==> src/rtl/sst_pkg.sv <==
// Shared types and codes for the sorted set table.
package sst_pkg;

  localparam int CAPACITY_DEF = 16;

  typedef logic signed [31:0] value_t;

  localparam logic [1:0] CMD_INSERT = 2'd0;
  localparam logic [1:0] CMD_DELETE = 2'd1;

  localparam logic [1:0] ST_DONE = 2'd0;
  localparam logic [1:0] ST_FULL = 2'd1;
  localparam logic [1:0] ST_MISS = 2'd2;

  typedef struct packed {
    logic [1:0] command;
    value_t     value;
  } cmd_t;

  typedef struct packed {
    logic [1:0] status;
    logic [3:0] position;
    logic [4:0] entry_count;
  } res_t;

  // Per-transfer update orders broadcast to every cell.
  typedef struct packed {
    logic do_insert;
    logic do_delete;
  } cell_ctrl_t;

  // Compare flags a cell hands to its right-hand neighbour and to the encoder.
  typedef struct packed {
    logic ins_ge;   // empty, or entry above the value
    logic at;       // occupied and entry at or above the value
    logic hit_ins;  // first cell where the value goes
    logic hit_fnd;  // first cell that holds the value
  } cell_flags_t;

endpackage

==> src/rtl/sst_cell.sv <==
// One slot of the sorted table: holds an entry, compares it, shifts with its neighbours.
module sst_cell (
  input  logic                clk,
  input  sst_pkg::value_t     value,
  input  logic                occ,
  input  sst_pkg::cell_ctrl_t ctrl,
  input  sst_pkg::value_t     left_entry,
  input  sst_pkg::value_t     right_entry,
  input  sst_pkg::cell_flags_t left_flags,
  output sst_pkg::cell_flags_t flags,
  output sst_pkg::value_t     entry
);
  import sst_pkg::*;

  value_t entry_next;
  logic   eq;

  always_comb begin
    eq            = occ && (entry == value);
    flags.ins_ge  = !occ || (entry > value);
    flags.at      = occ && (entry >= value);
    flags.hit_ins = flags.ins_ge && !left_flags.ins_ge;
    flags.hit_fnd = flags.at && !left_flags.at && eq;
  end

  always_comb begin
    entry_next = entry;
    if (ctrl.do_insert) begin
      if (left_flags.ins_ge) begin
        entry_next = left_entry;
      end else if (flags.ins_ge) begin
        entry_next = value;
      end
    end else if (ctrl.do_delete && flags.at) begin
      entry_next = right_entry;
    end
  end

  always_ff @(posedge clk) begin
    entry <= entry_next;
  end

endmodule

==> src/rtl/sorted_set_table.sv <==
// Top level of the sorted set table: a row of compare-and-shift cells with a result register.
//
//   channel | valid     | stall     | payload         | moves
//   --------+-----------+-----------+-----------------+---------------------------
//   command | cmd_valid | cmd_stall | cmd (cmd_t)     | command and value in
//   result  | res_valid | res_stall | res (res_t)     | status, position, count out
//
// Every cell compares its entry with the value at once and the whole row shifts
// at the clock edge of the transfer, so a command may follow in the very next
// cycle unless the result stalls. The result sits in one output register; a
// new command is taken while that register is empty or being emptied, so a
// stalled result holds the command side. Reset clears the entry count and the
// output valid; entries above the count are never looked at and need no clearing.
module sorted_set_table #(
  parameter int CAPACITY = sst_pkg::CAPACITY_DEF
) (
  input  logic          clk,
  input  logic          rst,
  input  logic          cmd_valid,
  output logic          cmd_stall,
  input  sst_pkg::cmd_t cmd,
  output logic          res_valid,
  input  logic          res_stall,
  output sst_pkg::res_t res
);
  import sst_pkg::*;

  localparam int PW = (CAPACITY > 1) ? $clog2(CAPACITY) : 1;
  localparam int CW = $clog2(CAPACITY + 1);

  logic [CW-1:0] count;
  logic [CW-1:0] count_next;
  logic          accept;
  logic          room;
  logic          any_match;
  logic [PW-1:0] pos_ins;
  logic [PW-1:0] pos_fnd;
  res_t          res_next;
  cell_ctrl_t    ctrl;

  value_t      entries [CAPACITY];
  cell_flags_t flags   [CAPACITY];

  // Take a command while the result register is free or being drained.
  assign cmd_stall = res_valid && res_stall;
  assign accept    = cmd_valid && !cmd_stall;
  assign room      = count < CW'(CAPACITY);

  // Build the row; each cell sees its left and right neighbour only.
  for (genvar i = 0; i < CAPACITY; i++) begin : g_cell
    value_t      left_e;
    value_t      right_e;
    cell_flags_t left_f;

    if (i == 0) begin : g_first
      assign left_e = cmd.value;
      assign left_f = '0;
    end else begin : g_mid
      assign left_e = entries[i-1];
      assign left_f = flags[i-1];
    end

    if (i == CAPACITY - 1) begin : g_last
      assign right_e = entries[i];
    end else begin : g_inner
      assign right_e = entries[i+1];
    end

    sst_cell u_cell (
      .clk        (clk),
      .value      (cmd.value),
      .occ        (CW'(i) < count),
      .ctrl       (ctrl),
      .left_entry (left_e),
      .right_entry(right_e),
      .left_flags (left_f),
      .flags      (flags[i]),
      .entry      (entries[i])
    );
  end

  // Encode the one-hot hit lines from the cells into indices.
  always_comb begin
    pos_ins   = '0;
    pos_fnd   = '0;
    any_match = 1'b0;
    for (int i = 0; i < CAPACITY; i++) begin
      if (flags[i].hit_ins) begin
        pos_ins = pos_ins | PW'(i);
      end
      if (flags[i].hit_fnd) begin
        pos_fnd   = pos_fnd | PW'(i);
        any_match = 1'b1;
      end
    end
  end

  // Decide the update and the result; unused codes act as a find.
  always_comb begin
    ctrl       = '0;
    count_next = count;
    res_next.status   = ST_DONE;
    res_next.position = '0;
    case (cmd.command)
      CMD_INSERT: begin
        if (room) begin
          ctrl.do_insert    = accept;
          count_next        = count + CW'(1);
          res_next.position = 4'(pos_ins);
        end else begin
          res_next.status = ST_FULL;
        end
      end
      CMD_DELETE: begin
        if (any_match) begin
          ctrl.do_delete    = accept;
          count_next        = count - CW'(1);
          res_next.position = 4'(pos_fnd);
        end else begin
          res_next.status = ST_MISS;
        end
      end
      default: begin
        if (any_match) begin
          res_next.position = 4'(pos_fnd);
        end else begin
          res_next.status = ST_MISS;
        end
      end
    endcase
    res_next.entry_count = 5'(count_next);
  end

  // Hold the count and the result register; advance both on a transfer.
  always_ff @(posedge clk) begin
    if (rst) begin
      count     <= '0;
      res_valid <= 1'b0;
    end else begin
      if (accept) begin
        count     <= count_next;
        res_valid <= 1'b1;
      end else if (!res_stall) begin
        res_valid <= 1'b0;
      end
    end
  end

  always_ff @(posedge clk) begin
    if (accept) begin
      res <= res_next;
    end
  end

endmodule
==> config.mk <==
export PLATFORM = sky130hd
export DESIGN_NAME = sorted_set_table
export DESIGN_NICKNAME = d
export VERILOG_FILES = /design/src/rtl/sst_pkg.sv /design/src/rtl/sst_cell.sv /design/src/rtl/sorted_set_table.sv
export SDC_FILE = /design/constraint.sdc
export NUM_CORES = 2
export LEC_CHECK = 0
export BUFFER_PORTS_ARGS = -buffer_cell sky130_fd_sc_hd__clkbuf_2
export CAP_MARGIN = 20
export CORE_ASPECT_RATIO = 1.5
export CORE_MARGIN = 3
export CORE_UTILIZATION = 40
export DETAILED_ROUTE_END_ITERATION = 8
export PLACE_DENSITY = 0.54
export REMOVE_ABC_BUFFERS = 1
export SYNTH_ARGS = -nofsm -noshare
export SYNTH_HDL_FRONTEND = slang
export SYNTH_HIERARCHICAL = 1
export SYNTH_SLANG_ARGS = --single-unit
==> constraint.sdc <==
create_clock -name clk -period 5 [get_ports clk]
set_input_delay 0.5 -clock clk [delete_from_list [all_inputs] [get_ports clk]]
set_output_delay 0.5 -clock clk [all_outputs]
set_load 0.05 [all_outputs]
# After elaboration in Yosys (flattened, before gate mapping)

Cells that the tools add are included.

Input port bits: 38
Output and inout bits: 13
Bits in registers: 529
Logic and storage cells: 417

Multiplexer cells: 121
Equal/unequal tests: 33
$lt $le $gt $ge: 49
Reduce and logical (&&, ||, !) cells: 191
$add $sub $neg: 2

Operators by type and width:

| cell                                                      | number |
|---|---|
| 2-to-1 mux 32 bit                                         | 61 |
| == test 32 bit                                            | 16 |
| greater-or-equal comparator 32 bit                        | 16 |
| > comparator 32 bit                                       | 16 |
| logical AND 1 bit                                         | 95 |
| 2-to-1 mux 4 bit                                          | 18 |
| logical NOT 1 bit                                         | 47 |
| != test 3 x 1 -> 1 bit, second input constant             | 14 |
| less-than comparator 4 x 5 -> 1 bit, first input constant | 8 |
| AND reduction 2 bit                                       | 16 |
| nonzero test 2 bit                                        | 16 |
| 2-to-1 mux 1 bit                                          | 25 |
| 2-to-1 mux 3 bit                                          | 8 |
| less-than comparator 3 x 5 -> 1 bit, first input constant | 4 |
| logical OR 1 bit                                          | 16 |
| less-than comparator 1 x 5 -> 1 bit, first input constant | 2 |
| less-than comparator 2 x 5 -> 1 bit, first input constant | 2 |
| 2-to-1 mux 2 bit                                          | 5 |
| 2-to-1 mux 5 bit                                          | 2 |
| case mux 5 bit (2 select lines)                           | 1 |
| 2-to-1 mux 6 bit                                          | 1 |
| adder 5 x 1 -> 5 bit, second input constant               | 1 |
| less-than comparator 5 bit, second input constant         | 1 |
| subtractor 5 x 1 -> 5 bit, second input constant          | 1 |
| 3 further kinds                                           | 4 |

# Longest topological paths before layout

Depth in word-level cells: 25
Gate-level depth with buffers: 21
Gate-level depth less buffers: 18

# By module

The synthesis kept the hierarchy.

By module, submodules not included:

| module                          | area each (µm²) | cells each | times used | seq. area each (µm²) |
|---|---|---|---|---|
| sst_cell (g_cell[0].u_cell ...) | 2571.2          | 280        | 15         | 960.9 |
| sst_cell (g_cell[14].u_cell)    | 2544.9          | 276        | 1          | 960.9 |
| sorted_set_table                | 1265.0          | 150        | 1          | 450.4 |

# Worst setup path after synthesis

No wires, ideal clock.

Path type: reg2reg
Start point: reg count[3]
End point: reg g_cell[14].u_cell.entry[0] (enable)
Arrival: 4.860 ns
Path buffers: 3
Stages on the path, launching flop included: 21
Setup time: 0.394 ns
Required time: 4.606 ns
Path slack: -0.254 ns
Cell sequence: dfxtp_1 -> clkbuf_1 -> nor2_1 -> inv_1 -> nor2_1 -> o21ai_0 -> clkbuf_1 -> and3_1 -> nand4_1 -> nor2_1 -> a31oi_1 -> nand3_1 -> nor4_1 -> or4_1 -> nor4_4 -> buf_6 -> nor2_1 -> nand2_1 -> o41ai_1 -> a22oi_1 -> nand3_1

RTL lines:

| item                     | line                    | source |
|---|---|---|
| start: declaration       | sorted_set_table.sv:31  | `logic [CW-1:0] count;` |
| start signal: assignment | sorted_set_table.sv:141 | `count <= count_next;` |
| end signal: assignment   | sst_cell.sv:40          | `entry <= entry_next;` |
| end: declaration         | sst_cell.sv:11          | `output sst_pkg::value_t entry` |

==> reports/metrics.cfg <==
[run_status]
outcome=completed

[worst_setup_path]
start_kind=register
reg2regPathDepth=18
critPathRequiredTime_ns=5.39
max_stage_delay_ns=0.62
endpoint_kind=register
path_max_fanout=19
arrival_ns=5.07
slowest_stage=or4_4
path_cells=ha_1 > nand4_1 > or4_4 > a31oi_1 > nand3_1 > nand3_1 > nor4_1 > buf_4 > or4_4 > nor4_4 > nor2_2 > buf_4 > a21o_1 > nand2_1 > nand4b_1 > o211ai_1 > a21o_1 > buf_12
r2r-start=g_cell[13].u_cell/entry[27]
crit_type=register to register
r2r_setup_slack_ns=0.32
worstReg2RegEnd=g_cell[11].u_cell/entry[17]

[detailed_routing]
first_iter_violations=1931
drt_pass1_iterations=6
routed_via_density=5.30
routed-via-count=33492
drt_wl_total_um=116000
wl_per_cell_um=18.4
ant_nets=0
drc=0

[sta]
setup_viol=0
worst_pin_slew_ns=0.731
slew_violations=0
fin_crit_sh_pct=93.6
finalCriticalPeriod_ns=4.68
layout_setup_ws_ns=0.320
whs_ns=0.0849
rsz0062_at_grt=no
setup-tns-final_ns=0
skew_ns=0.0232
relSlewSlack_pct=51.2
finalHoldViolations=0
fmax_mhz=214

[final_layout]
diodes=0
fin_nets=5424
syn_to_final_growth_pct=16.0
final_cell_mix=726 x a21oi_1, 578 x nor2_1, 566 x inv_1, 523 x edfxtp_1, 515 x ha_1
drive_above_1_share_pct=11.3
final_common_cell=a21oi_1
finish.utilization_pct=46.9

[die]
dieWidth_um=272
rows=145
core_sq_um=105000
start_util_pct=40.5
die_y_um=405
pin_count=51
die_area_sq_um=110000

[pwr]
leakagePower_nw=24.5
p_per_area_nw_per_um2=253
peakVddDrop_mv=0.229

[logic_synthesis]
netlist_area_sq_um=42300
syn_area_per_cell_sq_um=9.17
syn_inst=4620
ys_warn_count=6

[cts]
path_clk_slew_ns=0.06
insertion_delay_ns=0.65
cts_setup_buffers=0
numCtsBuffers=58
htree_levels=2
holdBufCountCts=0
cts_repair_resize_count=0
cts_root_buf=clkbuf_16
cts_tree=yes
clock_path_buffers=3
clock_sinks=529

[run]
cap_violations=0

[worst_hold_path]
hold_depth=2
hold_start=cmd_valid
hold_path.class=input port to register
whs_endpoint=res_valid

[placed_design]
gp_congestion=0.859
portBuffers=50
dp_hpwl_um=91700
pre_cts_ws_ns=-0.0809

[global_routing]
antenna_found_initial=0
grt_pass1_wl_um=181000
grt_use_total_pct=20.6
grt-ovfl-total=0
grt_pass1_vias=33248
grt_max_degree=179

[worst max-delay path: cells and delay by family, from the launching register on]
family          cells  cell delay [ns]
simple gates       10             2.25
compound gates      4             0.84
buf+inv             3             0.55
flops               1             0.43
fa+ha+maj           1             0.34
[routing by layer]
metal	share of wire, %	global-route usage, %	vias to the layer above
met4	3.1	6.60	0
li1	-	-	17350
met1	42	23.9	15515
met5	0	0	-
met2	53	39.7	469
met3	2.4	1.46	158
[how the worst max path moves through the flow]
stage	start	end	slack, ns	cells past startpoint
floorplan	res_valid	g_cell[14].u_cell/entry[0]	-14.27	7
detailed placement	cmd[21]	g_cell[13].u_cell/entry[23]	-0.08	21
finish	g_cell[13].u_cell/entry[27]	g_cell[11].u_cell/entry[17]	0.32	18
global route	g_cell[1].u_cell/entry[26]	g_cell[12].u_cell/entry[23]	0.08	19
global placement	cmd[23]	g_cell[10].u_cell/entry[6]	-0.03	21
CTS	g_cell[13].u_cell/entry[27]	g_cell[13].u_cell/entry[21]	0.34	18
[power breakdown]
group,switching [W],internal [W],total [W]
clock network,0.00190,0.00284,0.00474
registers,0.000189,0.00520,0.00539
logic,0.00136,0.000931,0.00229
[state kept, by name, summed over array words and instances (netlist names)]
signal	count
res	11
res_valid	1
g_cell.u_cell/entry	512
count	5
[layout make-up]
type | count | area [sq um]
fill | 10084 | 55600
clock inverter | 34 | 452
timing repair buffer | 392 | 3640
clock buffer | 74 | 1620
multi-input combinational | 3323 | 23700
tap | 1396 | 1750
sequential | 529 | 15800
inverter | 567 | 2140
[per-stage QoR]
stage	total power [W]	instance area, sq um	instances
global route	0.0131	49100	6315
global placement	0.00773	47000	6207
finish	0.0124	49100	6315
CTS	0.0126	49100	6315
floorplan	0.00700	41500	4419
detailed placement	0.00779	47000	6207
Note: power is estimated with default switching activity, not from simulation.
